===== src/rtl/capwm_pkg.sv =====
// Package for the center-aligned PWM block: widths, reset values, register
// indexes, command codes and the result word layout. No dependencies.
package capwm_pkg;

  localparam int unsigned CHANNELS = 7;
  localparam int unsigned PEAK_W   = 16;
  localparam int unsigned DEAD_W   = 10;
  localparam int unsigned PHASE_W  = 17;
  localparam int unsigned CHAN_W   = 3;
  localparam int unsigned IDX_W    = 2;
  localparam int unsigned CFG_W    = 16;
  localparam int unsigned IN_W     = 24;
  localparam int unsigned OUT_W    = 24;

  localparam logic [PEAK_W-1:0]   PEAK_RST = 16'd4166;
  localparam logic [DEAD_W-1:0]   DEAD_RST = 10'd100;
  localparam logic [CHANNELS-1:0] EN_RST   = 7'h7F;
  localparam logic [CHANNELS-1:0] INV_RST  = 7'h08;

  localparam logic [IDX_W-1:0] REG_PEAK = 2'd0;
  localparam logic [IDX_W-1:0] REG_DEAD = 2'd1;
  localparam logic [IDX_W-1:0] REG_EN   = 2'd2;
  localparam logic [IDX_W-1:0] REG_INV  = 2'd3;

  localparam logic CMD_TICK  = 1'b0;
  localparam logic CMD_WRITE = 1'b1;

  typedef logic [CHANNELS-1:0] chan_t;

  // packed from the lowest bit up: high_side, low_side, quarter, period_start, changed
  typedef struct packed {
    logic       changed;
    logic       period_start;
    logic [1:0] quarter;
    chan_t      low_side;
    chan_t      high_side;
  } result_t;

  localparam int unsigned RES_W = $bits(result_t);

endpackage


===== src/rtl/center_aligned_pwm_with_deadtime_top.sv =====
// Center-aligned complementary PWM with dead time, seven channels.
// Uses capwm_pkg. One module: tick/duty-write datapath plus a two-entry output skid.
//
//  channel | dir | fields
//  --------+-----+--------------------------------------------------------------
//  cfg     | in  | cfg_we_i, cfg_idx_i (0 peak, 1 dead time, 2 enable, 3 invert)
//  s       | in  | tuser: cmd; tdata: channel[2:0], duty_value[18:3]
//  m       | out | tdata: high_side[6:0], low_side[13:7], quarter[15:14],
//          |     |        period_start[16], changed[17]
//
// One word in, one word out; a word is taken every cycle while the skid stage is empty.
// The result shows on m in the cycle after acceptance when the output is free.
// Reset loads the register defaults and clears counter, duties and gate state.
// A stalled output holds one result and the skid stage takes one more;
// s_tready_o drops only while the skid stage is full.
module center_aligned_pwm_with_deadtime_top (
  input  logic                         clk_i,
  input  logic                         rst_ni,
  input  logic                         cfg_we_i,
  input  logic [capwm_pkg::IDX_W-1:0]  cfg_idx_i,
  input  logic [capwm_pkg::CFG_W-1:0]  cfg_wdata_i,
  input  logic                         s_tvalid_i,
  output logic                         s_tready_o,
  input  logic [capwm_pkg::IN_W-1:0]   s_tdata_i,   // channel, duty_value
  input  logic                         s_tuser_i,   // cmd
  output logic                         m_tvalid_o,
  input  logic                         m_tready_i,
  output logic [capwm_pkg::OUT_W-1:0]  m_tdata_o    // high, low, quarter, start, changed
);
  import capwm_pkg::*;

  logic [PEAK_W-1:0]   peak_q;
  logic [DEAD_W-1:0]   dead_q;
  chan_t               en_q, inv_q;
  logic [PHASE_W-1:0]  phase_q;
  logic [PEAK_W-1:0]   shadow_q [CHANNELS];
  logic [PEAK_W-1:0]   active_q [CHANNELS];
  logic [DEAD_W-1:0]   dc_q     [CHANNELS];
  logic [DEAD_W-1:0]   dc_d     [CHANNELS];
  chan_t               raw_q, del_q;
  chan_t               raw_d, del_d;
  logic [2*CHANNELS-1:0] last_q;

  logic                out_valid_q, skid_valid_q;
  result_t             out_q, skid_q;

  logic [CHAN_W-1:0]   in_chan;
  logic [PEAK_W-1:0]   in_duty;
  logic                is_write, acc, out_free;

  logic [PEAK_W-1:0]   pk;
  logic [PHASE_W-1:0]  pk2;
  logic [PHASE_W:0]    pk3;
  logic [PHASE_W-1:0]  ph_eff, ph_inc, ph_next, cnt, qph;
  logic [PHASE_W:0]    qph2;
  logic                start;
  logic [1:0]          quarter;
  chan_t               hi_t, lo_t;
  result_t             res;

  assign in_chan  = s_tdata_i[CHAN_W-1:0];
  assign in_duty  = s_tdata_i[CHAN_W +: PEAK_W];
  assign is_write = (s_tuser_i == CMD_WRITE);

  assign s_tready_o = !skid_valid_q;
  assign acc        = s_tvalid_i && s_tready_o;
  assign out_free   = !out_valid_q || m_tready_i;

  always_comb begin
    pk      = (peak_q < PEAK_W'(2)) ? PEAK_W'(2) : peak_q;
    pk2     = {pk, 1'b0};
    pk3     = {2'b00, pk} + {1'b0, pk2};
    ph_eff  = (phase_q >= pk2) ? '0 : phase_q;
    start   = (ph_eff == '0);
    cnt     = (ph_eff < {1'b0, pk}) ? ph_eff : pk2 - ph_eff;
    ph_inc  = ph_eff + PHASE_W'(1);
    ph_next = (ph_inc == pk2) ? '0 : ph_inc;
    qph     = is_write ? phase_q : ph_eff;
    qph2    = {qph, 1'b0};
    if (qph2 >= pk3) begin
      quarter = 2'd3;
    end else if (qph2 >= {1'b0, pk2}) begin
      quarter = 2'd2;
    end else if (qph2 >= {2'b00, pk}) begin
      quarter = 2'd1;
    end else begin
      quarter = 2'd0;
    end
  end

  always_comb begin
    for (int i = 0; i < CHANNELS; i++) begin
      logic [PEAK_W-1:0] d;
      logic              on;
      logic [DEAD_W-1:0] cval;
      d = start ? shadow_q[i] : active_q[i];
      if (d == '0) begin
        on = 1'b0;
      end else if (d >= pk) begin
        on = 1'b1;
      end else begin
        on = (cnt < {1'b0, d});
      end
      raw_d[i] = on ^ inv_q[i];
      cval     = (raw_d[i] ^ raw_q[i]) ? dead_q : dc_q[i];
      del_d[i] = (cval == '0) ? raw_d[i] : del_q[i];
      dc_d[i]  = (cval == '0) ? '0 : cval - DEAD_W'(1);
    end
    hi_t = raw_d & del_d & en_q;
    lo_t = ~raw_d & ~del_d & en_q;
  end

  always_comb begin
    res.quarter = quarter;
    if (is_write) begin
      res.high_side    = raw_q & del_q & en_q;
      res.low_side     = ~raw_q & ~del_q & en_q;
      res.period_start = 1'b0;
      res.changed      = 1'b0;
    end else begin
      res.high_side    = hi_t;
      res.low_side     = lo_t;
      res.period_start = start;
      res.changed      = ({lo_t, hi_t} != last_q);
    end
  end

  always_ff @(posedge clk_i or negedge rst_ni) begin
    if (!rst_ni) begin
      peak_q <= PEAK_RST;
      dead_q <= DEAD_RST;
      en_q   <= EN_RST;
      inv_q  <= INV_RST;
    end else if (cfg_we_i) begin
      case (cfg_idx_i)
        REG_PEAK: peak_q <= cfg_wdata_i[PEAK_W-1:0];
        REG_DEAD: dead_q <= cfg_wdata_i[DEAD_W-1:0];
        REG_EN:   en_q   <= cfg_wdata_i[CHANNELS-1:0];
        REG_INV:  inv_q  <= cfg_wdata_i[CHANNELS-1:0];
        default:  ;
      endcase
    end
  end

  always_ff @(posedge clk_i or negedge rst_ni) begin
    if (!rst_ni) begin
      phase_q <= '0;
      raw_q   <= '0;
      del_q   <= '0;
      last_q  <= '0;
      for (int i = 0; i < CHANNELS; i++) begin
        shadow_q[i] <= '0;
        active_q[i] <= '0;
        dc_q[i]     <= '0;
      end
    end else if (acc) begin
      if (is_write) begin
        for (int i = 0; i < CHANNELS; i++) begin
          if (in_chan == CHAN_W'(i)) begin
            shadow_q[i] <= in_duty;
          end
        end
      end else begin
        phase_q <= ph_next;
        raw_q   <= raw_d;
        del_q   <= del_d;
        last_q  <= {lo_t, hi_t};
        for (int i = 0; i < CHANNELS; i++) begin
          dc_q[i] <= dc_d[i];
          if (start) begin
            active_q[i] <= shadow_q[i];
          end
        end
      end
    end
  end

  always_ff @(posedge clk_i or negedge rst_ni) begin
    if (!rst_ni) begin
      out_valid_q  <= 1'b0;
      skid_valid_q <= 1'b0;
    end else if (out_free) begin
      if (skid_valid_q) begin
        out_valid_q  <= 1'b1;
        skid_valid_q <= 1'b0;
      end else begin
        out_valid_q  <= acc;
      end
    end else if (acc) begin
      skid_valid_q <= 1'b1;
    end
  end

  always_ff @(posedge clk_i) begin
    if (out_free) begin
      if (skid_valid_q) begin
        out_q <= skid_q;
      end else if (acc) begin
        out_q <= res;
      end
    end else if (acc) begin
      skid_q <= res;
    end
  end

  assign m_tvalid_o = out_valid_q;
  assign m_tdata_o  = {(OUT_W - RES_W)'(0), out_q};

endmodule


===== config.mk =====
export PLATFORM = sky130hd
export DESIGN_NAME = center_aligned_pwm_with_deadtime_top
export DESIGN_NICKNAME = d
export VERILOG_FILES = /design/src/rtl/capwm_pkg.sv /design/src/rtl/center_aligned_pwm_with_deadtime_top.sv
export SDC_FILE = /design/constraint.sdc
export NUM_CORES = 1
export LEC_CHECK = 0
export BUFFER_PORTS_ARGS = -buffer_cell sky130_fd_sc_hd__buf_2
export CAP_MARGIN = 20
export CORE_ASPECT_RATIO = 0.75
export CORE_UTILIZATION = 57
export DETAILED_ROUTE_END_ITERATION = 6
export PLACE_DENSITY = 0.74
export SYNTH_ARGS = -nofsm -noshare
export SYNTH_HDL_FRONTEND = slang
export SYNTH_SLANG_ARGS = --single-unit

===== constraint.sdc =====
create_clock -name clk_i -period 30.2 [get_ports clk_i]
set_clock_uncertainty 0.15 [all_clocks]
set_input_delay 4.53 -clock clk_i [delete_from_list [all_inputs] [get_ports clk_i]]
set_output_delay 4.53 -clock clk_i [all_outputs]
set_load 0.01 [all_outputs]

==> impl_metrics.csv <==
group,metric,value,unit
placed_design,io_buffer_count,62,
placed_design,dp_hpwl,70700,um
pwr,power_density,98.4,nW/um2
yosys,synth-seq-cells,417,
pwr,power_switching,1.53,mW
setup_path,arrival,13510,ps
floorplan,pin_count,74,
routing,wl_met2,42500,um
floorplan,start_util,57.9,%
global_routing,grt.total_usage,35.3,%
layout,multi_input_area,19700,um2
timing,drv_slew,0,
global_routing,antenna_found_initial,6,
floorplan,die_h,206,um
global_routing,grt_pass1_vias,26641,
pwr,swShare,45.2,%
timing,fin_crit,13290,ps
global_routing,grt_overflow_total,0,
timing,slew_headroom,27.3,%
yosys,async_flop_share,91.4,%
clock_tree,ctsHoldBuffers,0,
placed_design,place_congestion,0.903,
setup_path,worstSetupStartpointType,"register",
routing,dr_wl_met3,11200,um
timing,worst_pin_slew,1090,ps
run_status,violations,"design-rule violations",
floorplan,die_width,274,um
yosys,synth_top_area_cell,"dfrtp_1",
layout,fill_cells,4468,
routing,drcViolationCount,26,
pwr,p_leak,16.3,nW
pwr,power,3.38,mW
routing,top_layer,"met5",
setup_path,critPathSlowestCell,"a211oi_1",
timing,final_hold_viol_count,0,
routing,wl_met1,42900,um
clock_tree,clk-insertion-delay-late,620,ps
yosys,syn_area_per_cell,9.24,um2
min_path,worstHoldPathType,"reg2reg",
routing,drt-initial-drc-count,3288,
routing,wl,100000,um
setup_path,crit_required,30420,ps
setup_path,cpPeakStageDelay,600,ps
layout,fin_nets,3833,
yosys,synth.most_common_cell,"dfrtp_1",
clock_tree,cts.sinks,417,
clock_tree,htree_levels,2,
routing,wire_per_inst,23.9,um
yosys,syn_area,31700,um2
routing,antenna_left,0,
flow_run,cap_viol_max_count,0,
setup_path,cp_max_fo,29,
routing,first_pass_iters,7,
yosys,synthCells,3431,
yosys,yosysWarnings,0,
pwr,ir_worst_vdd,0.0552,mV
layout,seqCellArea,10600,um2
routing,via_per_inst,6.67,
yosys,synth_cell_type_count,102,
yosys,synth_edf_count,36,
layout,final_layout_size_suffix_gt1_share,13.1,%
yosys,yosysTopAreaCellShare,28.9,%
setup_path,crit_type,"reg2reg",
timing,setup_viol,0,
timing,finalCritPeriodShare,44.0,%
routing,vias,28013,
setup_path,end_kind,"register",
layout,area_growth,8.56,%
clock_tree,cts_made_buffers,45,
timing,tns,0,ps
timing,max_freq,75.2,MHz
clock_tree,cts_tree,"built",
clock_tree,cts_root_buffer,"clkbuf_16",
clock_tree,path_clk_slew,70,ps
yosys,synthTopCellsByArea,"dfrtp_1 29%, ha_1 14%, mux2i_1 6.4%",
yosys,yosysSeqAreaShare,33.6,%
floorplan,num_rows,74,
yosys,synthFlopType,"dfrtp_1",
setup_path,r2r_cells,49,
yosys,synth_common_cells,"366 x dfrtp_1, 356 x nand2_1, 344 x ha_1, 321 x o21ai_0, 204 x mux2i_1",
pwr,p_int,1.85,mW
clock_tree,cts_buffer_depth,3,
pwr,p_clk_share,17.7,%
floorplan,dieArea,56500,um2
floorplan,core_area,54700,um2
clock_tree,post_cts_buffers,0,
pwr,p_seq_share,27.5,%
global_routing,grt_max_degree,225,
clock_tree,cts-resized-gates,0,
global_routing,grt_pass1_wl,153000,um
timing,hold_ws,359,ps
pwr,comb_power_share,54.8,%
timing,rsz0062_at_grt,"no",
min_path,hold_path_depth,2,
run_status,status,"finished with violations",
-- sequential cells by signal, indices dropped and copies added (netlist names) --
signal and cells:
m_tdata_o 18, m_tvalid_o 1, raw_q 7, dead_q 10, active_q 112, skid_valid_q 1, dc_q 70, en_q 7
last_q 14, del_q 7, phase_q 17, inv_q 7, shadow_q 112, skid_q 18, peak_q 16
-- path summary, 6_finish.rpt --
path	from	to	slack, ps
min	active_q[56]	active_q[56]	360
min in group asynchronous	rst_ni	active_q[52]	3810
max in group asynchronous	rst_ni	last_q[4]	23760
min reg2reg	active_q[56]	active_q[56]	360
max	peak_q[15]	m_tdata_o[17]	16910
max reg2reg	peak_q[15]	m_tdata_o[17]	16910
-- area by class of cell --
type	instances	area share [%]
Inverter	196	2.14
Antenna cell	1	0.00727
Clock inverter	27	0.935
Timing Repair Buffer	130	2.52
Sequential cell	417	30.9
Multi-Input combinational cell	2648	57.2
Tap cell	722	2.63
Clock buffer	56	3.66
-- stage by stage --
stage / instance area [um2] / worst slack, ps / util [%] / std cells
2_1_floorplan: 31700 / 18980 / - / 3436
3_3_place_gp: 32800 / 17470 / 59.9 / 4111
3_5_place_dp: 32800 / 17290 / 59.9 / 4112
4_1_cts: 34400 / 17220 / 62.8 / 4195
5_1_grt: 34400 / 16180 / 62.9 / 4196
6_report: 34400 / 16910 / 62.9 / 4197
-- kinds of logic after synthesis --
group | Yosys count | synth area share [%]
AND/OR/NAND/NOR | 960 | 14.9
multiplexers | 379 | 12.7
AO/OA/AOI/OAI | 877 | 18.1
flip-flops | 417 | 33.6
adder cells (fa/ha/maj) | 347 | 13.8
other | 1 | 0.0118
XOR/XNOR | 79 | 2.41
buffers and inverters | 371 | 4.59
-- critical path: cells and delay by family, from the launching register on --
family,cells,cell delay [ps]
compound gates,20,5370
simple gates,13,3310
buf+inv,7,1610
fa+ha+maj,5,1310
mux,3,600
flops,1,490
xor+xnor,1,150
-- power by group through the flow --
stage	Clock (mW)	Sequential [mW]	Combinational [mW]
after floorplan	0	0.849	1.40
after global placement	0	0.915	1.70
after detailed placement	0	0.930	1.80
after CTS	0.602	0.922	1.81
after global routing	0.624	0.949	2.04
final	0.599	0.931	1.85
-- metal layers --
metal | global-route usage, % | vias to the layer above
met4 | 12.6 | 2
met3 | 7.34 | 261
met1 | 50.8 | 13630
met2 | 52.2 | 1471
met5 | 0 | -
li1 | - | 12649
-- cells in the final DEF, fill, tap and decap left out, types with 65 or more instances in the layout --
| cell | instances |
|---|---|
| mux2_2 | 174 |
| nor2_1 | 150 |
| dfrtp_1 | 366 |
| buf_4 | 65 |
| mux2i_1 | 204 |
| nand2_1 | 356 |
| nor4_1 | 86 |
| inv_1 | 195 |
| ha_1 | 344 |
| a21oi_1 | 153 |
| o21ai_0 | 320 |
Note: power is estimated with default switching activity, not from simulation.
